[src/rtl/chauvenet_outlier_mean_core_defines.svh]
// Assertion macros for the outlier-rejected mean core.
// Included by the top level; relies on signals named clk and rst_n in scope.
`ifndef CHAUVENET_OUTLIER_MEAN_CORE_DEFINES_SVH
`define CHAUVENET_OUTLIER_MEAN_CORE_DEFINES_SVH
`ifndef ASSERT_OFF
`define COM_ASSERT(label, prop) \
    label: assert property (@(posedge clk) disable iff (!rst_n) prop) \
        else $error("core assertion failed");
`define COM_ASSERT_IMPL(label, ante, cons) \
    label: assert property (@(posedge clk) disable iff (!rst_n) (ante) |-> (cons)) \
        else $error("core implication failed");
`else
`define COM_ASSERT(label, prop)
`define COM_ASSERT_IMPL(label, ante, cons)
`endif
`endif

[src/rtl/com_pkg.sv]
// Shared widths and defaults for the outlier-rejected mean core.
// Used by every module of the block; depends on nothing.
package com_pkg;
    localparam int SAMPLE_W        = 24;
    localparam int FRAC_W          = 8;
    localparam int VAL_W           = 32;
    localparam int FACTOR_W        = 12;
    localparam int COUNT_OUT_W     = 9;
    localparam int SQ_W            = 64;
    localparam int MAX_SAMPLES_DEF = 256;
    localparam logic [FACTOR_W-1:0] FACTOR_RESET = 12'd394;
endpackage

[src/rtl/com_div.sv]
// Restoring divider producing one quotient bit per cycle.
// Depends on com_pkg only through the import convention of the project.
module com_div #(
    parameter int NW = 73,
    parameter int DW = 9
) (
    input  logic          clk,
    input  logic          rst_n,
    input  logic          start,
    input  logic [NW-1:0] dividend,
    input  logic [DW-1:0] divisor,
    output logic          done,
    output logic [NW-1:0] quotient
);
    import com_pkg::*;

    localparam int CNTW = $clog2(NW + 1);

    logic            busy_reg, busy_next;
    logic            done_reg, done_next;
    logic [CNTW-1:0] cnt_reg, cnt_next;
    logic [NW-1:0]   quo_reg, quo_next;
    logic [DW-1:0]   rem_reg, rem_next;
    logic [DW-1:0]   dvs_reg, dvs_next;
    logic [DW:0]     trial;
    logic [DW:0]     diff;
    logic            ge;

    assign trial = {rem_reg, quo_reg[NW-1]};
    assign diff  = trial - {1'b0, dvs_reg};
    assign ge    = (trial >= {1'b0, dvs_reg});

    always_comb
    begin
        busy_next = busy_reg;
        done_next = 1'b0;
        cnt_next  = cnt_reg;
        quo_next  = quo_reg;
        rem_next  = rem_reg;
        dvs_next  = dvs_reg;
        if (start)
        begin
            busy_next = 1'b1;
            cnt_next  = CNTW'(NW);
            quo_next  = dividend;
            rem_next  = '0;
            dvs_next  = divisor;
        end
        else if (busy_reg)
        begin
            rem_next = ge ? diff[DW-1:0] : trial[DW-1:0];
            quo_next = {quo_reg[NW-2:0], ge};
            cnt_next = cnt_reg - CNTW'(1);
            if (cnt_reg == CNTW'(1))
            begin
                busy_next = 1'b0;
                done_next = 1'b1;
            end
        end
    end

    always_ff @(posedge clk or negedge rst_n)
    begin
        if (!rst_n)
        begin
            busy_reg <= 1'b0;
            done_reg <= 1'b0;
            cnt_reg  <= '0;
            quo_reg  <= '0;
            rem_reg  <= '0;
            dvs_reg  <= '0;
        end
        else
        begin
            busy_reg <= busy_next;
            done_reg <= done_next;
            cnt_reg  <= cnt_next;
            quo_reg  <= quo_next;
            rem_reg  <= rem_next;
            dvs_reg  <= dvs_next;
        end
    end

    assign done     = done_reg;
    assign quotient = quo_reg;
endmodule

[config.mk]
export PLATFORM = sky130hd
export DESIGN_NAME = com_div
export DESIGN_NICKNAME = d
export VERILOG_FILES = /design/src/rtl/chauvenet_outlier_mean_core_defines.svh /design/src/rtl/com_pkg.sv /design/src/rtl/com_div.sv
export SDC_FILE = /design/constraint.sdc
export NUM_CORES = 1
export LEC_CHECK = 0
export BUFFER_PORTS_ARGS = -buffer_cell sky130_fd_sc_hd__buf_2
export CAP_MARGIN = 0
export CORE_UTILIZATION = 39
export DETAILED_ROUTE_END_ITERATION = 8
export PLACE_DENSITY_LB_ADDON = 0.05
export SYNTH_ARGS = -nofsm -noshare
export SYNTH_HDL_FRONTEND = slang
export SYNTH_SLANG_ARGS = --single-unit
export TNS_END_PERCENT = 50
[constraint.sdc]
create_clock -name clk -period 2.9 [get_ports clk]
set_input_delay 0.29 -clock clk [delete_from_list [all_inputs] [get_ports clk]]
set_output_delay 0.29 -clock clk [all_outputs]
set_load 0.05 [all_outputs]
==> flow_summary.toml <==
[run_status]
status = "finished clean"

[worst_setup_path]
worst-path-stages = 8
regToRegStartpoint = "quotient[72]"
path_buf_inv = 1
critical_path_required_ns = 3.15
reg2reg_setup_slack_ns = 0.48
worst_setup_path_end_kind = "flop"
crit_family = "compound AO/OA/AOI/OAI gates"
cp-start-kind = "flop"
r2r-end = "rem_reg[3]"
ff2ff_path_depth = 8
critPathMaxFanout = 13
path_class = "reg2reg"
slowest_stage = "fa_1"
cpPeakStageDelay_ns = 0.40
crit_arrival_ns = 2.66
path_cells = "inv_1 > ha_1 > fa_1 > nand2b_1 > a21oi_4 > o21ai_2 > a211o_1 > a311oi_1"

[sta]
fmax_mhz = 414
timing.final.ws_setup_ns = 0.483
holdWs_ns = 0.153
worst_pin_slew_ns = 0.634
report.final.slew_viol_count = 0
setup_violations = 0
post-route-period-util_pct = 83.3
rsz0062_at_grt = "no"
hold_viol = 0
relSlewSlack_pct = 57.6
skew_ns = 0.00802
totalNegativeSetupSlack_ns = 0
min_period_ns = 2.42

[synthesis]
synthCells = 509
synth-compound-area-share_pct = 15.2
synth_top_cell_by_area = "dfrtp_1"
yosys.cell_types.count = 48
synth-simple-area-share_pct = 11.9
yosys-mux-area-fraction_pct = 14.8
syn_nets = 606
synth_top_family_by_area = "compound AO/OA/AOI/OAI gates"
ys_seq_elements = 100
synth_area_per_cell_um2 = 9.99
synth-edff-count = 0
synthTopCellsByArea = "dfrtp_1, mux2i_1, o21ai_0, nand2_1, ha_1"
synthFlopType = "dfrtp_1"
synth_common_cells = "dfrtp_1, nand2_1, o21ai_0"
synth_area_mm2 = 0.00508
netlist.area_leader.share_pct = 49.2
ys_async_sr_fraction_pct = 100
synth-xor-area-share_pct = 1.55
yosysSeqAreaShare_pct = 49.2
yosys_warnings = 0
yosysMostFrequentCell = "dfrtp_1"
synth_fa_ha_area_share_pct = 3.10

[route]
firstDrtPassIters = 4
vias = 4127
initialDrtViolationCount = 194
routedWlPerCell_um = 14.6
drc = 0
final_antenna_net_count = 0
wl_um = 12100
avgViaCountPerCell = 4.99

[place]
place_area_mm2 = 0.00601
io_buffer_count = 158
gp_congestion = 0.792
dp_slack_ns = 0.493
hpwlAfterDp_um = 8360

[pwr]
vdd_drop_max_mv = 0.271
leakage_nw = 3.51
cellPowerDensity_mw_per_mm2 = 711

[die]
die-width_um = 116
start_util_pct = 40.1
num_rows = 41
core_area_mm2 = 0.0127
dieArea_mm2 = 0.0135
fp.dieH_um = 116
io_pins = 159

[cells_and_area]
drive_gt1_share_pct = 28.9
antenna_cells = 0
n_fill_cell = 1239
fin_area_mm2 = 0.00634
largest_register_ffs = 73
syn_to_final_growth_pct = 24.8
nets = 747

[min_path]
whs_path_depth = 3
hp-class = "in2reg"
holdPathEnd = "quotient[57]"
hp-start = "dividend[57]"

[clock_tree]
clkLatencyLatePin_ns = 0.34
clock_tree.buffer_depth = 2
cts_tree = "built"
post_cts_buffers = 0
cts_buffers = 9
clock-sinks = 100
clockRootBuffer = "clkbuf_16"
cts.clk_slew.worst_paths_ns = 0.07
ctsResizeCount = 0
htreeDepth = 3

[global_route]
grt_max_degree = 99
grt_pass1_wl_um = 19400
use_met2_pct = 28.6
grt_pass1_vias = 3939
busiest_layer = "met2"
grt_use_met3_pct = 6.12
grt_usage_pct = 18.6
gr-total-overflow = 0
grt_antenna_before_repair = 0
grt.met1_usage_pct = 24.6

[run]
max_cap_viol_count = 0
[placed cells by master, fill, tap and decap left out, drive strengths merged, types with 3 or more instances in the layout]
cell and instances:
xor2 5, nor2 22, nor3b 3, ha 11, xnor2 4, a31oi 5, clkbuf 13, inv 16
nand2b 6, a21oi 7, o21ai 87, a311oi 7, nand2 86, mux2i 73, nand3 11, a211oi 3
buf 163, dfrtp 100, a21o 6
[worst min-delay path: cells and delay by family]
| kind | cells | cell delay [ns] |
|---|---|---|
| and+or+nand+nor | 1 | 0.04 |
| AOI/OAI and AO/OA | 1 | 0.05 |
| buffers and inverters | 1 | 0.07 |
[cell families after synthesis]
logic type,count (synthesis)
buffers and inverters,49
XOR/XNOR,9
AO/OA/AOI/OAI,125
flip-flops,100
multiplexers,75
adder cells (fa/ha/maj),12
AND/OR/NAND/NOR,139
[layer usage]
metal	wire (um)	share of wire (%)
met1	5420	45
met2	5560	46
met3	901	7.5
met4	170	1.4
met5	0	0
[area by class of cell]
cell class              instances  area [um2]  area share (%)
clock inverters                 3        68.8            1.08
clock buffers                  13         250            3.94
multi-input cells             360        2370            37.3
repair buffers                164         881            13.9
flip-flops and latches        100        2510            39.5
inverters                      15        56.3           0.888
well taps                     172         215            3.39
[repair_timing]
action | 4_1_cts | 5_1_grt
setup endpoints to repair | 0 | 0
hold buffers | 1 | 0
hold endpoints to repair | 44 | 0
[through the flow]
step / util [%] / power, mW / instances
finish: 50.1 / 4.51 / 827
global route: 50.1 / 4.79 / 827
CTS: 50.1 / 4.56 / 827
detailed placement: 47.5 / 3.24 / 810
global placement: 47.5 / 3.22 / 810
floorplan: - / 2.88 / 509
[how the worst max path moves through the flow]
stage | startpoint | endpoint | slack [ns]
2_1_floorplan | quotient[72] | rem_reg[3] | 0.48
3_3_place_gp | quotient[72] | rem_reg[3] | 0.57
3_5_place_dp | quotient[72] | rem_reg[3] | 0.49
4_1_cts | quotient[72] | rem_reg[3] | 0.47
5_1_grt | quotient[72] | rem_reg[3] | 0.35
6_report | quotient[72] | rem_reg[3] | 0.48
[power breakdown]
group | internal [mW] | switching, mW | total, mW
combinational | 0.519 | 0.999 | 1.52
clock | 0.785 | 0.512 | 1.30
sequential | 1.56 | 0.135 | 1.70
total | 2.87 | 1.65 | 4.51
Note: power is estimated with default switching activity, not from simulation.
