$ cat src/rtl/chauvenet_outlier_mean_core_defines.svh
// Assertion macros for the outlier-rejected mean core.
// Included by the top level; relies on signals named clk and rst_n in scope.
`ifndef CHAUVENET_OUTLIER_MEAN_CORE_DEFINES_SVH
`define CHAUVENET_OUTLIER_MEAN_CORE_DEFINES_SVH
`ifndef ASSERT_OFF
`define COM_ASSERT(label, prop) \
    label: assert property (@(posedge clk) disable iff (!rst_n) prop) \
        else $error("core assertion failed");
`define COM_ASSERT_IMPL(label, ante, cons) \
    label: assert property (@(posedge clk) disable iff (!rst_n) (ante) |-> (cons)) \
        else $error("core implication failed");
`else
`define COM_ASSERT(label, prop)
`define COM_ASSERT_IMPL(label, ante, cons)
`endif
`endif

$ cat src/rtl/com_pkg.sv
// Shared widths and defaults for the outlier-rejected mean core.
// Used by every module of the block; depends on nothing.
package com_pkg;
    localparam int SAMPLE_W        = 24;
    localparam int FRAC_W          = 8;
    localparam int VAL_W           = 32;
    localparam int FACTOR_W        = 12;
    localparam int COUNT_OUT_W     = 9;
    localparam int SQ_W            = 64;
    localparam int MAX_SAMPLES_DEF = 256;
    localparam logic [FACTOR_W-1:0] FACTOR_RESET = 12'd394;
endpackage

$ cat src/rtl/com_isqrt.sv
// Digit-by-digit integer square root, two radicand bits per cycle.
// Depends on com_pkg for the radicand width.
module com_isqrt (
    input  logic                       clk,
    input  logic                       rst_n,
    input  logic                       start,
    input  logic [com_pkg::SQ_W-1:0]   radicand,
    output logic                       done,
    output logic [com_pkg::VAL_W-1:0]  root
);
    import com_pkg::*;

    localparam int RW   = VAL_W + 3;
    localparam int CNTW = $clog2(VAL_W + 1);

    logic             busy_reg, busy_next;
    logic             done_reg, done_next;
    logic [CNTW-1:0]  cnt_reg, cnt_next;
    logic [SQ_W-1:0]  val_reg, val_next;
    logic [RW-1:0]    rem_reg, rem_next;
    logic [VAL_W-1:0] root_reg, root_next;
    logic [RW-1:0]    shifted;
    logic [RW-1:0]    trial;
    logic             ge;

    assign shifted = {rem_reg[RW-3:0], val_reg[SQ_W-1:SQ_W-2]};
    assign trial   = {1'b0, root_reg, 2'b01};
    assign ge      = (shifted >= trial);

    always_comb
    begin
        busy_next = busy_reg;
        done_next = 1'b0;
        cnt_next  = cnt_reg;
        val_next  = val_reg;
        rem_next  = rem_reg;
        root_next = root_reg;
        if (start)
        begin
            busy_next = 1'b1;
            cnt_next  = CNTW'(VAL_W);
            val_next  = radicand;
            rem_next  = '0;
            root_next = '0;
        end
        else if (busy_reg)
        begin
            val_next  = {val_reg[SQ_W-3:0], 2'b00};
            rem_next  = ge ? (shifted - trial) : shifted;
            root_next = {root_reg[VAL_W-2:0], ge};
            cnt_next  = cnt_reg - CNTW'(1);
            if (cnt_reg == CNTW'(1))
            begin
                busy_next = 1'b0;
                done_next = 1'b1;
            end
        end
    end

    always_ff @(posedge clk or negedge rst_n)
    begin
        if (!rst_n)
        begin
            busy_reg <= 1'b0;
            done_reg <= 1'b0;
            cnt_reg  <= '0;
            val_reg  <= '0;
            rem_reg  <= '0;
            root_reg <= '0;
        end
        else
        begin
            busy_reg <= busy_next;
            done_reg <= done_next;
            cnt_reg  <= cnt_next;
            val_reg  <= val_next;
            rem_reg  <= rem_next;
            root_reg <= root_next;
        end
    end

    assign done = done_reg;
    assign root = root_reg;
endmodule

$ cat config.mk
export PLATFORM = sky130hd
export DESIGN_NAME = com_isqrt
export DESIGN_NICKNAME = d
export VERILOG_FILES = /design/src/rtl/chauvenet_outlier_mean_core_defines.svh /design/src/rtl/com_pkg.sv /design/src/rtl/com_isqrt.sv
export SDC_FILE = /design/constraint.sdc
export NUM_CORES = 1
export LEC_CHECK = 0
export BUFFER_PORTS_ARGS = -buffer_cell sky130_fd_sc_hd__buf_2
export CAP_MARGIN = 15
export CORE_MARGIN = 1.5
export CORE_UTILIZATION = 30
export DETAILED_ROUTE_END_ITERATION = 7
export PLACE_DENSITY_LB_ADDON = 0.12
export SLEW_MARGIN = 15
export SYNTH_ARGS = -nofsm -noshare
export SYNTH_HDL_FRONTEND = slang
export SYNTH_SLANG_ARGS = --single-unit
export TNS_END_PERCENT = 10
$ cat constraint.sdc
create_clock -name clk -period 2.5 [get_ports clk]
set_input_delay 0.25 -clock clk [delete_from_list [all_inputs] [get_ports clk]]
set_output_delay 0.25 -clock clk [all_outputs]
set_load 0.02 [all_outputs]
==> results.md <==
* Total CTS buffers at 17
* First-pass GRT wire length at between 30 and 40 mm
* GRT overflow at 0
* Type of the tightest min-delay check: in -> reg
* Die Area at ~28000 um2
* Max reg flops at 64
* VDD IR max at approximately 0.51 mV
* Final core utilization at between 40% and 50%
* Slowest cell on the critical path: dfrtp_2
* CTS HTree Levels at 4
* DR vias/cell at between 4 and 5
* Worst R2R Path Depth at 13
* Pwr Density at about 1200 nW/um2
* Startpoint Class: register
* Area Overhead vs Synth at 39.4%
* CTS Sinks at approximately 140
* Slowest stage delay, CP at ~0.40 ns
* First-pass iteration count of the detailed router at 4
* Netlist cell types at 61
* Syn Nets at approximately 980
* Synth Warn # at 0
* R2R Setup Slk at -0.01 ns
* Final ANT Viol Nets at 0
* Non-filler cells, final at 1456
* Clock Pin Slew Worst Setup and Hold Paths at 0.07 ns
* Die X at 167 um
* Antenna fix cells at 0
* RePlAce Congestion at just over 0.8
* Worst-Skew Late Latency at around 0.43 ns
* Slew Limit Headroom at ~65%
* Crit-path most repeated cell: a21o_1
* Final hold slack at 0.0172 ns
* R2R Path End: rem_reg[1]$_DFFE_PN0P_
* Crit-path cells: inv_1, ha_4, a21o_1, a21o_1, a21o_1, o21bai_1, a21oi_1, o22a_2, buf_4, clkbuf_16, mux2i_1, mux2i_1, nor2_1
* Main synth FF type: dfrtp_1
* Die Y at about 170 um
* Hold Path Depth at 3
* # port buffers at 99
* Largest net degree at the start of global routing at 72
* Vias at roughly 7000
* Placed instance count at approximately 1400
* Max_cap viols at 0
* Commonest cells after routing, fill and taps aside: buf_4, dfrtp_1, mux2i_1
* Vias in the first global route at ~7000
* Tcrit/Tclk final at 101%
* Post-Syn Area at ~8100 um2
* Worst slew pin tran at ~0.53 ns
* CP Data Arrival Time at about 2.9 ns
* Critical Path Sink Type: register
* Status: finished with violations
* Post-synthesis cell count at between 800 and 900
* Routed wire length at ~21 mm
* Fmax at a little under 400 MHz
* Endpoints failing setup at 3
* CP required at 2.86 ns
* Iter 0 DRT Violations at approximately 320
* HPWL Detailed at 14.7 mm
* Root Buffer: clkbuf_16
* Initial Util at ~31%
* Total Routing Usage GR at between 15 and 20%
* Clk_skew at 0.0122 ns
* CP top delay family: compound AO/OA/AOI/OAI gates
* Synth Register Bits at roughly 140
* Critical R2R Launch: root[26]$_DFFE_PN0P_
* Nets at 1211
* RSZ-0062 raised after global routing: true
* Final Hold Fails at 0
* Total leakage power at approximately 5.8 nW
* # rows at 59
* Critical path class: reg -> reg
* Fin crit period at roughly 2.5 ns
* Final Power at 13.1 mW
* Hold Path Origin: radicand[19]
* Average wire per standard cell at about 15 um
* Slack of the critical path at -0.0133 ns
* Clk buf depth at 2
* Violated checks: setup timing
* Asr flop ratio synth at between 90% and 100%
* Core ar. at around 26000 um2
* Max-slew violation count at 0
* Layout cells sized above 1 at 35.0%
* Commonest non-fill, non-tap cell in the layout: buf_4
* Post-route DRC at 0
* Worst Path Buf+Inv at 3
* Hold endpoint: val_reg[19]$_DFFE_PN0P_
* I/O pin count at 100
* Mapped Avg Cell Area at 9.22 um2
* CTS tree: yes
* Post-synth EDFFs at 0
* CP max FO at 7
* Post-synthesis sequential area ratio at approximately 42%
* Antenna violations before repair at 1
==> worst min-delay path: cells and delay by family <==
| family | cells | cell delay [ns] |
|---|---|---|
| simple gates | 1 | 0.04 |
| compound gates | 1 | 0.05 |
| buf+inv | 1 | 0.07 |
==> cells by family (layout without fill, tap and decap cells) <==
group	Yosys count	after routing	synth area share (%)
and+or+nand+nor	255	255	13.5
AOI/OAI and AO/OA	211	211	16.3
DFF	137	137	42.5
muxes	109	109	13.5
buffers and inverters	95	341	5.07
adders and majority gates	36	36	5.58
xor gates and xnor gates	32	32	3.47
==> cells in the mapped netlist, types with 2 or more instances <==
| cell | n | area share (%) |
|---|---|---|
| o21bai_1 | 4 | 0.37 |
| o21a_1 | 2 | 0.19 |
| o21ai_1 | 6 | 0.37 |
| buf_6 | 5 | 0.70 |
| o41ai_2 | 2 | 0.40 |
| a31o_2 | 2 | 0.22 |
| nand4_1 | 8 | 0.62 |
| inv_1 | 40 | 1.9 |
| mux2i_1 | 108 | 13 |
| o21ai_0 | 77 | 4.8 |
| clkbuf_1 | 37 | 1.7 |
| a21oi_1 | 50 | 3.1 |
| and3_1 | 3 | 0.23 |
| a31oi_1 | 7 | 0.54 |
| nand2_1 | 95 | 4.4 |
| a2111oi_2 | 2 | 0.37 |
| xnor2_1 | 19 | 2.1 |
| dfrtp_1 | 137 | 42 |
| buf_2 | 5 | 0.31 |
| xor2_1 | 13 | 1.4 |
| o211ai_1 | 3 | 0.28 |
| and4_1 | 2 | 0.22 |
| nand3_1 | 8 | 0.50 |
| nor2_2 | 2 | 0.15 |
| o211a_1 | 2 | 0.25 |
| nand2b_1 | 6 | 0.47 |
| nor2_1 | 104 | 4.8 |
| buf_4 | 2 | 0.19 |
| nor3_1 | 10 | 0.62 |
| ha_1 | 36 | 5.6 |
| a211oi_2 | 2 | 0.31 |
| buf_1 | 5 | 0.23 |
| nor2b_1 | 7 | 0.54 |
| a211oi_1 | 29 | 2.7 |
| a21o_1 | 9 | 0.84 |
==> timing repair <==
item,in CTS,in global routing
endpoints found under the setup margin,32,33
hold buffers,1,0
pin swaps,22,17
gates resized for setup,56,27
endpoints found under the hold margin,49,0
gates cloned,0,2
buffers inserted,1,2
==> routing by layer <==
metal  part of all wire [%]  track usage [%]  vias to the layer above  wire length [um]
met5                  0.057                0                        -                12
met4                   0.59             3.16                        2               125
met3                    3.0             3.42                       11               632
met2                     46             25.9                       88              9790
met1                     50             21.2                     3211             10600
li1                       -                -                     3525                 -
==> through the flow <==
step | cell area [um2] | setup WS (ns) | setup TNS [ns]
floorplan | 8100 | -0.00197 | -0.00224
global placement | 10100 | -0.181 | -2.41
detailed placement | 10100 | -0.205 | -3.65
CTS | 11100 | -0.0492 | -0.265
global route | 11300 | -0.164 | -4.06
finish | 11300 | -0.0133 | -0.0344
==> worst max path at each step <==
| stage | cells past startpoint | slack (ns) | endpoint | start |
|---|---|---|---|---|
| 6_report | 13 | -0.01 | rem_reg[1]$_DFFE_PN0P_ | root[26]$_DFFE_PN0P_ |
| 5_1_grt | 12 | -0.16 | rem_reg[3]$_DFFE_PN0P_ | rem_reg[7]$_DFFE_PN0P_ |
| 4_1_cts | 11 | -0.05 | rem_reg[32]$_DFFE_PN0P_ | rem_reg[3]$_DFFE_PN0P_ |
| 3_5_place_dp | 12 | -0.20 | rem_reg[11]$_DFFE_PN0P_ | root[7]$_DFFE_PN0P_ |
| 3_3_place_gp | 12 | -0.18 | rem_reg[29]$_DFFE_PN0P_ | root[6]$_DFFE_PN0P_ |
| 2_1_floorplan | 14 | -0.002 | rem_reg[26]$_DFFE_PN0P_ | root[9]$_DFFE_PN0P_ |
==> power breakdown <==
| group | internal (mW) | switching, mW |
|---|---|---|
| Clock | 1.35 | 1.22 |
| Combinational | 4.02 | 3.64 |
| Sequential | 2.58 | 0.262 |
==> cell type report <==
class	instances	area [um2]
repair buffers	269	1900
multi-input cells	643	4740
clock buffers	17	425
flip-flops and latches	137	3450
clock inverters	15	170
inverters	40	150
fillers	2631	15000
well taps	335	419
No activity file was read; power rests on OpenSTA's default activity.
