$ cat config.mk
export PLATFORM = sky130hd
export DESIGN_NAME = com_mul
export DESIGN_NICKNAME = d
export VERILOG_FILES = /design/src/rtl/chauvenet_outlier_mean_core_defines.svh /design/src/rtl/com_pkg.sv /design/src/rtl/com_mul.sv
export SDC_FILE = /design/constraint.sdc
export NUM_CORES = 1
export LEC_CHECK = 0
export BUFFER_PORTS_ARGS = -buffer_cell sky130_fd_sc_hd__buf_2
export CAP_MARGIN = 20
export CORE_MARGIN = 2
export CORE_UTILIZATION = 50
export CTS_CLUSTER_DIAMETER = 200
export DETAILED_ROUTE_END_ITERATION = 16
export GPL_TIMING_DRIVEN = 0
export PLACE_DENSITY = 0.8
export SLEW_MARGIN = 30
export SYNTH_ARGS = -nofsm -noshare
export SYNTH_HDL_FRONTEND = slang
export SYNTH_SLANG_ARGS = --single-unit
$ cat constraint.sdc
create_clock -name clk -period 2.7 [get_ports clk]
set_input_delay 0.135 -clock clk [delete_from_list [all_inputs] [get_ports clk]]
set_output_delay 0.135 -clock clk [all_outputs]
set_load 0.005 [all_outputs]
$ cat src/rtl/chauvenet_outlier_mean_core_defines.svh
// Assertion macros for the outlier-rejected mean core.
// Included by the top level; relies on signals named clk and rst_n in scope.
`ifndef CHAUVENET_OUTLIER_MEAN_CORE_DEFINES_SVH
`define CHAUVENET_OUTLIER_MEAN_CORE_DEFINES_SVH
`ifndef ASSERT_OFF
`define COM_ASSERT(label, prop) \
    label: assert property (@(posedge clk) disable iff (!rst_n) prop) \
        else $error("core assertion failed");
`define COM_ASSERT_IMPL(label, ante, cons) \
    label: assert property (@(posedge clk) disable iff (!rst_n) (ante) |-> (cons)) \
        else $error("core implication failed");
`else
`define COM_ASSERT(label, prop)
`define COM_ASSERT_IMPL(label, ante, cons)
`endif
`endif

$ cat src/rtl/com_pkg.sv
// Shared widths and defaults for the outlier-rejected mean core.
// Used by every module of the block; depends on nothing.
package com_pkg;
    localparam int SAMPLE_W        = 24;
    localparam int FRAC_W          = 8;
    localparam int VAL_W           = 32;
    localparam int FACTOR_W        = 12;
    localparam int COUNT_OUT_W     = 9;
    localparam int SQ_W            = 64;
    localparam int MAX_SAMPLES_DEF = 256;
    localparam logic [FACTOR_W-1:0] FACTOR_RESET = 12'd394;
endpackage

$ cat src/rtl/com_mul.sv
// Shift-and-add multiplier taking one multiplier bit per cycle.
// Depends on com_pkg for the operand and product widths.
module com_mul (
    input  logic                      clk,
    input  logic                      rst_n,
    input  logic                      start,
    input  logic [com_pkg::VAL_W-1:0] op_a,
    input  logic [com_pkg::VAL_W-1:0] op_b,
    output logic                      done,
    output logic [com_pkg::SQ_W-1:0]  product
);
    import com_pkg::*;

    localparam int CNTW = $clog2(VAL_W + 1);

    logic             busy_reg, busy_next;
    logic             done_reg, done_next;
    logic [CNTW-1:0]  cnt_reg, cnt_next;
    logic [SQ_W-1:0]  a_reg, a_next;
    logic [VAL_W-1:0] b_reg, b_next;
    logic [SQ_W-1:0]  acc_reg, acc_next;

    always_comb
    begin
        busy_next = busy_reg;
        done_next = 1'b0;
        cnt_next  = cnt_reg;
        a_next    = a_reg;
        b_next    = b_reg;
        acc_next  = acc_reg;
        if (start)
        begin
            busy_next = 1'b1;
            cnt_next  = CNTW'(VAL_W);
            a_next    = SQ_W'(op_a);
            b_next    = op_b;
            acc_next  = '0;
        end
        else if (busy_reg)
        begin
            if (b_reg[0])
            begin
                acc_next = acc_reg + a_reg;
            end
            a_next   = {a_reg[SQ_W-2:0], 1'b0};
            b_next   = {1'b0, b_reg[VAL_W-1:1]};
            cnt_next = cnt_reg - CNTW'(1);
            if (cnt_reg == CNTW'(1))
            begin
                busy_next = 1'b0;
                done_next = 1'b1;
            end
        end
    end

    always_ff @(posedge clk or negedge rst_n)
    begin
        if (!rst_n)
        begin
            busy_reg <= 1'b0;
            done_reg <= 1'b0;
            cnt_reg  <= '0;
            a_reg    <= '0;
            b_reg    <= '0;
            acc_reg  <= '0;
        end
        else
        begin
            busy_reg <= busy_next;
            done_reg <= done_next;
            cnt_reg  <= cnt_next;
            a_reg    <= a_next;
            b_reg    <= b_next;
            acc_reg  <= acc_next;
        end
    end

    assign done    = done_reg;
    assign product = acc_reg;
endmodule

==> impl_results.md, run 1 <==
- Synthesized area per cell: 8.922 µm²
- Clock buffer depth: 2
- Synth unique cells: 68
- GP Congestion: 0.9262
- Hold Path Class: in2async
- Num ports: 132
- Comb pwr share: 0.307
- Post-route clock period utilization: 1.162
- Main synth FF type: dfrtp_1
- Buffers on Ports: 130
- Share of cells above drive strength 1: 0.2398
- # clock sinks: 168
- FP Rows: 53
- Die Height: 149.7 µm
- RSZ-0062 raised after global routing: true
- Final instance area: 14090 µm²
- Mux contribution to synthesized area: 0.08956
- Gr busiest metal: met2
- Area of the core: 20960 µm²
- DRT iter0 DRCs: 900
- Sequential-to-total area share from yosys stat: 0.3959
- DP Area: 11700 µm²
- Max Slew Vio Count: 0
- Hpwl dp: 20.17 mm
- CTS HTree Levels: 4
- Startpoint type of the worst setup path: register
- Number of CTS-inserted buffers: 17
- Largest family of logic cells by synthesized area: compound AO/OA/AOI/OAI gates
- Fillers: 1630
- Synth top area share: 0.3959
- Clock-pin slew on the worst setup and hold paths: 70 ps
- Clk pwr share: 0.317
- Routed len/inst: 17.60 µm
- YS warnings: 0
- Grt ovf: 0
- P&R area growth vs syn: 32.69%
- Commonest cells after routing, fill and taps aside: 172 x nand2_1, 164 x dfrtp_1, 133 x buf_2
- Req. time, crit path: 3070 ps
- Met2 GRT Util: 0.4291
- Worst skew pair latency: 440 ps
- Final setup fails: 30
- Fin. Hold Viols: 0
- Critical path fanouts, max: 6
- Vias in the first global route: 9610
- Synthesized cell area: 10620 µm²
- Outcome: finished, violations left
- Fin worst setup slack: -437.3 ps
- Slew @ Worst Pin: 880.0 ps
- Number of remaining DRC errors: 0
- Cells after DPL: 1597
- Pint: 0.005271 W
- Starting density of the core: 0.5067
- Minimum clock period after layout: 3137 ps
- Critical path arrival: 3510 ps
- TritonCTS clock tree: built
- Most common cell after layout, fill and taps aside: nand2_1
- P per Cell Area: 565.9 nW/µm²
- Final wirelength: 30.68 mm
- Drt pass-1 iters: 6
- Flops & latches, synth: 168
- Met3 global-route usage: 0.04451
- Final nets: 1588
- Complex-gate fraction of the synthesized area: 0.2059
- Largest net degree at the start of global routing: 66
- Max Cap Viol: 0
- Met1 usage: 0.3495
- Syn_nets: 1323
- Fin Setup TNS: -5044 ps
- Vias/cell: 5.830
- Post-synth EDFFs: 0
- Crit path capture type: register
- Clock skew: 13.65 ps
- Share of flip-flops with an asynchronous set or reset: 1.000
- Peak VDD IR: 328.0 µV
- Synth Instances: 1190
- Post-route ant nets: 0
- CTS root buf: clkbuf_16
- FMAX: 318.7 MHz
- Die area: 22420 µm²
- Fin cells: 1743
- Vias: 10.16k
- # diodes: 0
- XOR/XNOR Fraction of Synth Area: 0.05114
- Register area: 4209 µm²
- Area occupied by multi-input gates: 6760 µm²
- DIE WIDTH: 149.7 µm
- Flop pwr share: 0.376
- Max_slew headroom: 0.4133
- Post-Synth Simple-Gate Area: 0.1444
- Failing checks: negative setup slack
- Switching Power: 0.002702 W
- Switching share of power: 0.3389
- WS Path Type: reg2reg
- Leak Pwr: 7.193 nW
- Synth area leader: dfrtp_1
- Tot GR Track Use: 0.2600
- Synth Area in Adders: 0.07848
- Pre-CTS setup slack: -645.8 ps
- Leading post-synthesis cells by cell area: dfrtp_1 40%, mux2i_1 9.0%, ha_1 7.7%
- First-pass GRT wire length: 47.04 mm
- Final core occ: 0.6723
- Initial antenna violation count: 0
==> synth_stat cells, types with 4 or more instances <==
library cell,n
nor2b_1,6
nand3_1,19
a21oi_1,82
o21ai_1,36
and2_1,5
xnor2_1,30
ha_1,65
mux2i_1,95
nand2b_1,5
a21o_1,41
o21bai_1,13
nand2_1,177
or2_2,4
clkbuf_1,57
o21ai_0,126
nor2_1,66
buf_2,6
and3_1,8
or4_1,4
xor2_1,32
dfrtp_1,168
a211oi_1,7
inv_1,21
buf_1,9
o21a_1,7
a31oi_1,8
nor3_1,6
nand4_1,25
==> what timing repair did <==
item,CTS,global route
hold buffers,65,0
resized for setup,60,106
setup endpoints to repair,36,42
pin swaps,19,53
endpoints found under the hold margin,114,0
setup buffers,22,34
==> through the flow <==
step / hold WS (ps) / total power [W]
CTS: 229.6 / 0.007677
detailed placement: 74.17 / 0.004903
global route: 246.0 / 0.008335
floorplan: -160.6 / 0.004298
global placement: 342.3 / 0.004834
finish: 211.7 / 0.007973
==> routing by layer <==
| metal | wire [µm] | up-vias |
|---|---|---|
| met5 | 0 | - |
| li1 | - | 4788 |
| met2 | 14640 | 408 |
| met3 | 1912 | 93 |
| met4 | 952 | 0 |
| met1 | 13170 | 4873 |
==> critical path, cell delays in order, from the launching register on <==
cell	delay, ps
dfrtp_1	410
ha_2	410
nand2_1	150
o21a_1	260
a211oi_1	340
and4_1	270
o21ai_1	130
o211ai_2	280
a21oi_2	120
o21a_1	230
or4_1	400
nand3_1	80
==> cell families (layout without fill, tap and decap cells) <==
| group | Yosys count | count (layout) |
|---|---|---|
| adder cells (fa/ha/maj) | 66 | 66 |
| multiplexers | 95 | 95 |
| XOR/XNOR | 62 | 62 |
| AND/OR/NAND/NOR | 342 | 342 |
| flip-flops | 168 | 168 |
| buffers and inverters | 95 | 373 |
| AO/OA/AOI/OAI | 362 | 362 |
==> layout make-up <==
cell class | instances | share of cell area
Multi-Input combinational cell | 927 | 0.4798
Sequential cell | 168 | 0.2988
Timing Repair Buffer | 252 | 0.1290
Clock buffer | 19 | 0.03144
Tap cell | 275 | 0.02442
Buffer | 67 | 0.01936
Clock inverter | 13 | 0.01137
Inverter | 22 | 0.005861
==> final timing paths <==
kind | cells past startpoint | endpoint | slack, ps | startpoint
setup / recovery | 11 | product[58] | -440 | a_reg[29]
hold / removal | 2 | a_reg[28] | 210 | rst_n
setup reg to reg | 11 | product[58] | -440 | a_reg[29]
hold reg to reg | 2 | product[39] | 520 | product[39]
max in group asynchronous | 3 | product[6] | 1810 | rst_n
min in group clk | 3 | b_reg[27] | 420 | start
==> power by group through the flow <==
stage	sequential, W	combinational (W)	clock [W]
floorplan	0.00297	0.00133	0
global placement	0.00301	0.00182	0
detailed placement	0.00302	0.00188	0
CTS	0.00299	0.00214	0.00255
global route	0.00303	0.00266	0.00265
finish	0.00300	0.00244	0.00253
No activity file was read; power rests on OpenSTA's default activity.
==> run 2: changes to the inputs <==
--- a/config.mk
+++ b/config.mk
@@ -5,6 +5,7 @@
 export SDC_FILE = /design/constraint.sdc
 export NUM_CORES = 1
 export LEC_CHECK = 0
+export ABC_AREA = 1
 export BUFFER_PORTS_ARGS = -buffer_cell sky130_fd_sc_hd__buf_2
 export CAP_MARGIN = 20
 export CORE_MARGIN = 2
@@ -12,7 +13,7 @@
 export CTS_CLUSTER_DIAMETER = 200
 export DETAILED_ROUTE_END_ITERATION = 16
 export GPL_TIMING_DRIVEN = 0
-export PLACE_DENSITY = 0.8
+export PLACE_DENSITY = 0.79
 export SLEW_MARGIN = 30
 export SYNTH_ARGS = -nofsm -noshare
 export SYNTH_HDL_FRONTEND = slang
==> impl_results.md, run 2 <==
- Worst skew pair latency: 450 ps (about the same)
- TritonCTS clock tree: built
- Hpwl dp: 32.20 mm (+60%)
- WS Path Type: reg2reg
- Final nets: 2324 (+46%)
- GP Congestion: 0.9595 (+3.6%)
- Synth top area share: 0.3351 (-0.06082)
- Starting density of the core: 0.5128 (+0.006125)
- Sequential-to-total area share from yosys stat: 0.3351 (-0.06082)
- Synthesized cell area: 12540 µm² (+18%)
- R2R depth: 15 (+4)
- Critical path fanouts, max: 4 (-2)
- Clock buffer depth: 2 (unchanged)
- Outcome: finished clean
- # clock sinks: 168 (unchanged)
- Vias: 13.11k (+29%)
- Crit path capture type: register
- Tot GR Track Use: 0.3234 (+0.06342)
- First-pass GRT wire length: 65.44 mm (+39%)
- CP max stage delay: 410 ps (about the same)
- Main synth FF type: dfrtp_1
- Clock skew: 18.17 ps (+4.518 ps)
- Final Hold Slack: 168.0 ps (-43.72 ps)
- Commonest cells after routing, fill and taps aside: 809 x nand2_1, 395 x inv_1, 168 x dfrtp_1
- Top Layer Used: met4
- RSZ-0062 raised after global routing: false
- Max Slew Vio Count: 0 (unchanged)
- Clock-pin slew on the worst setup and hold paths: 90 ps (+20 ps)
- WL met3: 3.860 mm (+100%)
- Slew @ Worst Pin: 821.0 ps (-59.03 ps)
- Max Cap Viol: 0 (unchanged)
- # diodes: 0 (unchanged)
- P per Cell Area: 569.7 nW/µm² (+0.67%)
- Tot Pwr: 0.008497 W (+6.6%)
- Number of remaining DRC errors: 0 (unchanged)
- CTS root buf: clkbuf_16
- Met2 routed WL: 18.35 mm (+25%)
- Top Family by Delay on Critical Path: simple AND/OR/NAND/NOR gates
- Initial antenna violation count: 0 (unchanged)
- Max_slew headroom: 0.4527 (+0.03935)
- Leading post-synthesis cells by cell area: dfrtp_1 34%, nand2_1 24%, inv_1 12%
- Final setup fails: 0 (-100%)
- Synth unique cells: 37 (-46%)
- Area of the core: 24460 µm² (+17%)
- Flops & latches, synth: 168 (unchanged)
- Minimum clock period after layout: 2414 ps (-723.6 ps)
- Leak Pwr: 8.867 nW (+23%)
- FMAX: 414.3 MHz (+30%)
- Synthesized area per cell: 6.352 µm² (-29%)
- Vias in the first global route: 12.40k (+29%)
- Top-count cell post-synth: nand2_1
- Share of cells above drive strength 1: 0.1152 (-0.1245)
- Largest net degree at the start of global routing: 67 (+1.5%)
- Req. time, crit path: 3030 ps (-40 ps)
- Syn_nets: 2108 (+59%)
- Startpoint type of the worst setup path: register
- Die area: 26370 µm² (+18%)
- Post-route ant nets: 0 (unchanged)
- Vias/cell: 5.184 (-11%)
- DRT iter0 DRCs: 969 (+7.7%)
- P&R area growth vs syn: 18.89%
- Die Height: 162.4 µm (+8.5%)
- Synth area leader: dfrtp_1
- Routed len/inst: 16.45 µm (-6.6%)
- Worst path slowest cell: fa_1
- Grt ovf: 0 (unchanged)
- FP Rows: 57 (+7.5%)
- Post-synth EDFFs: 0 (unchanged)
- Post-route clock period utilization: 0.8939 (-0.2680)
- R2R setup slack: 290 ps (+720 ps)
- Area occupied by multi-input gates: 6641 µm² (-1.8%)
- Crit-path most repeated cell: nand2_1
- Number of CTS-inserted buffers: 17 (unchanged)
- Crit path buf inv count: 2 (+2)
- Hold Path Class: in2async
- RR Endpoint: product[32]
- Synth Instances: 1975 (+66%)
- Final wirelength: 41.58 mm (+36%)
- WL met1: 18.22 mm (+38%)
- Drt pass-1 iters: 6 (unchanged)
- Critical path arrival: 2740 ps (-770 ps)
- Peak VDD IR: 406.6 µV (+24%)
- DIE WIDTH: 162.4 µm (+8.5%)
- CTS HTree Levels: 4 (unchanged)
- Register area: 4204 µm² (-0.12%)
- Fillers: 2314 (+42%)
- Buffers on Ports: 130 (unchanged)
- Num ports: 132 (unchanged)
- YS warnings: 0 (unchanged)
- Cell Chain, Critical Path: ha_1, inv_1, fa_1, inv_1, nand3_1, nand2_1, nand2_1, nand2_2, nand2_1, nand2_1, nand2_1, nand2_1, nand2_1, nand2_1, o21ai_1
- List of most frequent post-synthesis cells: 810 x nand2_1, 395 x inv_1, 168 x dfrtp_1, 101 x nand3_1, 99 x nor2_1
- FF-to-FF Start: product[0]
- Share of flip-flops with an asynchronous set or reset: 1.000 (unchanged)
- Fin Setup TNS: 0 ps (+5044 ps)
- Final core occ: 0.6097 (-0.06263)
- WP depth: 15 (+4)
- Most common cell after layout, fill and taps aside: nand2_1
- Fin. Hold Viols: 0 (unchanged)
## run 2: repair_timing
item | in CTS | in global routing
hold buffers | 65 | 0
setup buffers | 0 | 0
resized for setup | 0 | 1
endpoints found under the setup margin | 0 | 1
endpoints found under the hold margin | 125 | 0
## run 2: metal layers
| metal | GRT usage | vias to the layer above |
|---|---|---|
| met5 | 0 | - |
| met4 | 0.1026 | 0 |
| met3 | 0.06825 | 76 |
| met2 | 0.5120 | 522 |
| met1 | 0.4454 | 5991 |
| li1 | - | 6516 |
## run 2: worst reg2reg max path: cells and delay by family (launching register included)
family          cells  cell delay, ps
simple gates       10            1090
buf+inv             2             180
compound gates      1              50
fa+ha+maj           2             590
flops               1             380
## run 2: cell families after synthesis
family / count (synthesis) / share of synthesized area
and+or+nand+nor: 1099 / 0.3631
buffers and inverters: 447 / 0.1356
AOI/OAI and AO/OA: 189 / 0.09555
DFF: 168 / 0.3351
adders and majority gates: 66 / 0.06643
xor gates and xnor gates: 6 / 0.004189
## run 2: area by class of cell
class,instances,share of cell area
clock inverters,14,0.01049
multi-input cells,1360,0.4453
inverters,404,0.1017
plain buffers,43,0.01242
flip-flops and latches,168,0.2819
well taps,324,0.02718
clock buffers,18,0.02945
repair buffers,197,0.09161
## run 2: how the worst max path moves through the flow
stage / endpoint / from / slack, ps
2_1_floorplan: product[48] / product[0] / 760
3_3_place_gp: product[44] / rst_n / -1170
3_5_place_dp: product[56] / product[0] / 300
4_1_cts: product[56] / product[0] / 290
5_1_grt: product[32] / product[0] / 60
6_report: product[32] / product[0] / 290
## run 2: metrics by stage
step | worst slack [ps] | std cells | instance area [µm²]
floorplan | 764.9 | 1975 | 12540
global placement | -1168 | 2429 | 13600
detailed placement | 300.3 | 2431 | 13670
CTS | 291.0 | 2528 | 14910
global route | 56.06 | 2528 | 14910
finish | 286.3 | 2528 | 14910
## run 2: power breakdown
group	switching, W	internal, W
Clock	0.00129	0.00127
Sequential	0.000247	0.00284
Combinational	0.00188	0.000977
==> run 3: changes to the inputs <==
--- a/config.mk
+++ b/config.mk
@@ -6,7 +6,7 @@
 export NUM_CORES = 1
 export LEC_CHECK = 0
 export ABC_AREA = 1
-export BUFFER_PORTS_ARGS = -buffer_cell sky130_fd_sc_hd__buf_2
+export BUFFER_PORTS_ARGS = -buffer_cell sky130_fd_sc_hd__buf_4
 export CAP_MARGIN = 20
 export CORE_MARGIN = 2
 export CORE_UTILIZATION = 50
==> impl_results.md, run 3 (synthesized netlist as in run 2, its figures left out) <==
- Largest net degree at the start of global routing: 69 (+3.0%)
- Number of remaining DRC errors: 0 (unchanged)
- Die area: 26370 µm² (unchanged)
- First-pass GRT wire length: 64.85 mm (-0.91%)
- Drt pass-1 iters: 5 (-1)
- Max Slew Vio Count: 0 (unchanged)
- # diodes: 0 (unchanged)
- Clock skew: 17.24 ps (-0.9289 ps)
- Peak VDD IR: 403.8 µV (-0.69%)
- R2R setup slack: 280 ps (about the same)
- Hold Path Class: in2reg
- Commonest cells after routing, fill and taps aside: 810 x nand2_1, 395 x inv_1, 168 x dfrtp_1
- # clock sinks: 168 (unchanged)
- Final Hold Slack: 8.763 ps (-159.2 ps)
- Starting density of the core: 0.5128 (unchanged)
- P&R area growth vs syn: 21.56%
- Grt ovf: 0 (unchanged)
- P per Cell Area: 568.5 nW/µm² (-0.22%)
- DRT iter0 DRCs: 1029 (+6.2%)
- Die Height: 162.4 µm (unchanged)
- Req. time, crit path: 3040 ps (about the same)
- CTS root buf: clkbuf_16
- Outcome: finished clean
- RSZ-0062 raised after global routing: false
- Critical path arrival: 2760 ps (+20 ps)
- Vias: 13.08k (-0.19%)
- Worst skew pair latency: 450 ps (about the same)
- Vias in the first global route: 12.45k (+0.40%)
- Tot Pwr: 0.008670 W (+2.0%)
- Setup crit end: product[56]
- R2R depth: 15 (unchanged)
- Post-route ant nets: 0 (unchanged)
- Clock-pin slew on the worst setup and hold paths: 80 ps (about the same)
- WS Path Type: reg2reg
- Worst setup path start: product[0]
- Area of the core: 24460 µm² (unchanged)
- FMAX: 412.4 MHz (-0.46%)
- Minimum clock period after layout: 2425 ps (+11.25 ps)
- Max Cap Viol: 0 (unchanged)
- Initial antenna violation count: 0 (unchanged)
- FF-to-FF Start: product[0]
- Final wirelength: 41.54 mm (about the same)
- Slew @ Worst Pin: 833.7 ps (+12.67 ps)
- RR Endpoint: product[56]
- Post-route clock period utilization: 0.8981 (+0.004168)
- Fin. Hold Viols: 0 (unchanged)
- Fin Setup TNS: 0 ps (unchanged)
- Max_slew headroom: 0.4442 (-0.008449)
- Clock buffer depth: 2 (unchanged)
- Number of CTS-inserted buffers: 17 (unchanged)
- Final setup fails: 0 (unchanged)
- Num ports: 132 (unchanged)
- Tot GR Track Use: 0.3195 (-0.003952)
- Most common cell after layout, fill and taps aside: nand2_1
- Buffers on Ports: 130 (unchanged)
- Vias/cell: 5.176 (-0.15%)
- Final nets: 2323 (-0.043%)
- Critical path fanouts, max: 4 (unchanged)
- FP Rows: 57 (unchanged)
- Share of cells above drive strength 1: 0.1148 (-0.0004016)
- TritonCTS clock tree: built
- DIE WIDTH: 162.4 µm (unchanged)
- GP Congestion: 0.9954 (+3.7%)
- Leak Pwr: 8.929 nW (+0.70%)
- Hpwl dp: 31.99 mm (-0.65%)
- Startpoint type of the worst setup path: register
- Routed len/inst: 16.44 µm (about the same)
- Crit path capture type: register
- CTS HTree Levels: 4 (unchanged)
==> run 3: per-layer routing <==
metal | vias up | part of all wire | track usage
met1 | 6040 | 0.44 | 0.4379
met4 | 0 | 0.024 | 0.09091
met3 | 61 | 0.075 | 0.04686
li1 | 6510 | - | -
met5 | - | 0 | 0
met2 | 469 | 0.46 | 0.5288
==> run 3: worst min path at each step <==
stage               startpoint         to  slack, ps  depth (start not counted)
floorplan                rst_n   a_reg[0]       -160                          0
global placement      op_a[14]  a_reg[14]        350                          3
detailed placement       rst_n  b_reg[27]         50                          1
CTS                   op_a[31]  a_reg[31]         20                          3
global route          op_a[31]  a_reg[31]         20                          3
finish                op_a[31]  a_reg[31]          9                          3
==> run 3: through the flow <==
stage | setup WS (ps) | util | instances | instance area [µm²]
detailed placement | 320.6 | 0.5718 | 2431 | 13990
global route | 82.98 | 0.6234 | 2527 | 15250
finish | 275.1 | 0.6234 | 2527 | 15250
global placement | 356.7 | 0.5693 | 2429 | 13930
CTS | 288.8 | 0.6234 | 2527 | 15250
floorplan | 764.9 | - | 1975 | 12540
==> run 3: repair_timing <==
item / in CTS / in global routing
gates resized for setup: 0 / 0
setup buffers: 0 / 0
hold buffers: 64 / 0
endpoints found under the hold margin: 163 / 0
==> run 3: layout make-up <==
class	instances	area, µm²
inverter	404	1516
sequential	168	4204
fill	2238	9213
multi-input combinational	1360	6639
tap	324	405.4
clock inverter	15	195.2
clock buffer	17	425.4
timing repair buffer	196	1679
buffer	43	185.2
==> run 3: report_power, final <==
part / internal (W) / leakage, nW / switching [W]
sequential: 0.00284 / 2.19 / 0.000264
combinational: 0.00107 / 6.44 / 0.00188
clock: 0.00127 / 0.297 / 0.00135
total: 0.00518 / 8.93 / 0.00349
==> run 3: critical path, stage by stage, from the launching register on <==
cell and delay [ps]:
dfrtp_1 400, ha_1 180, inv_1 50, fa_1 400, inv_1 120, nand3_1 70, nand2_1 140, nand2_1 70
nand2_1 200, nand2_1 110, nand3_2 140, nand3_1 150, nand2_1 110, nand2_1 50, nand3_1 70, nand2_1 50
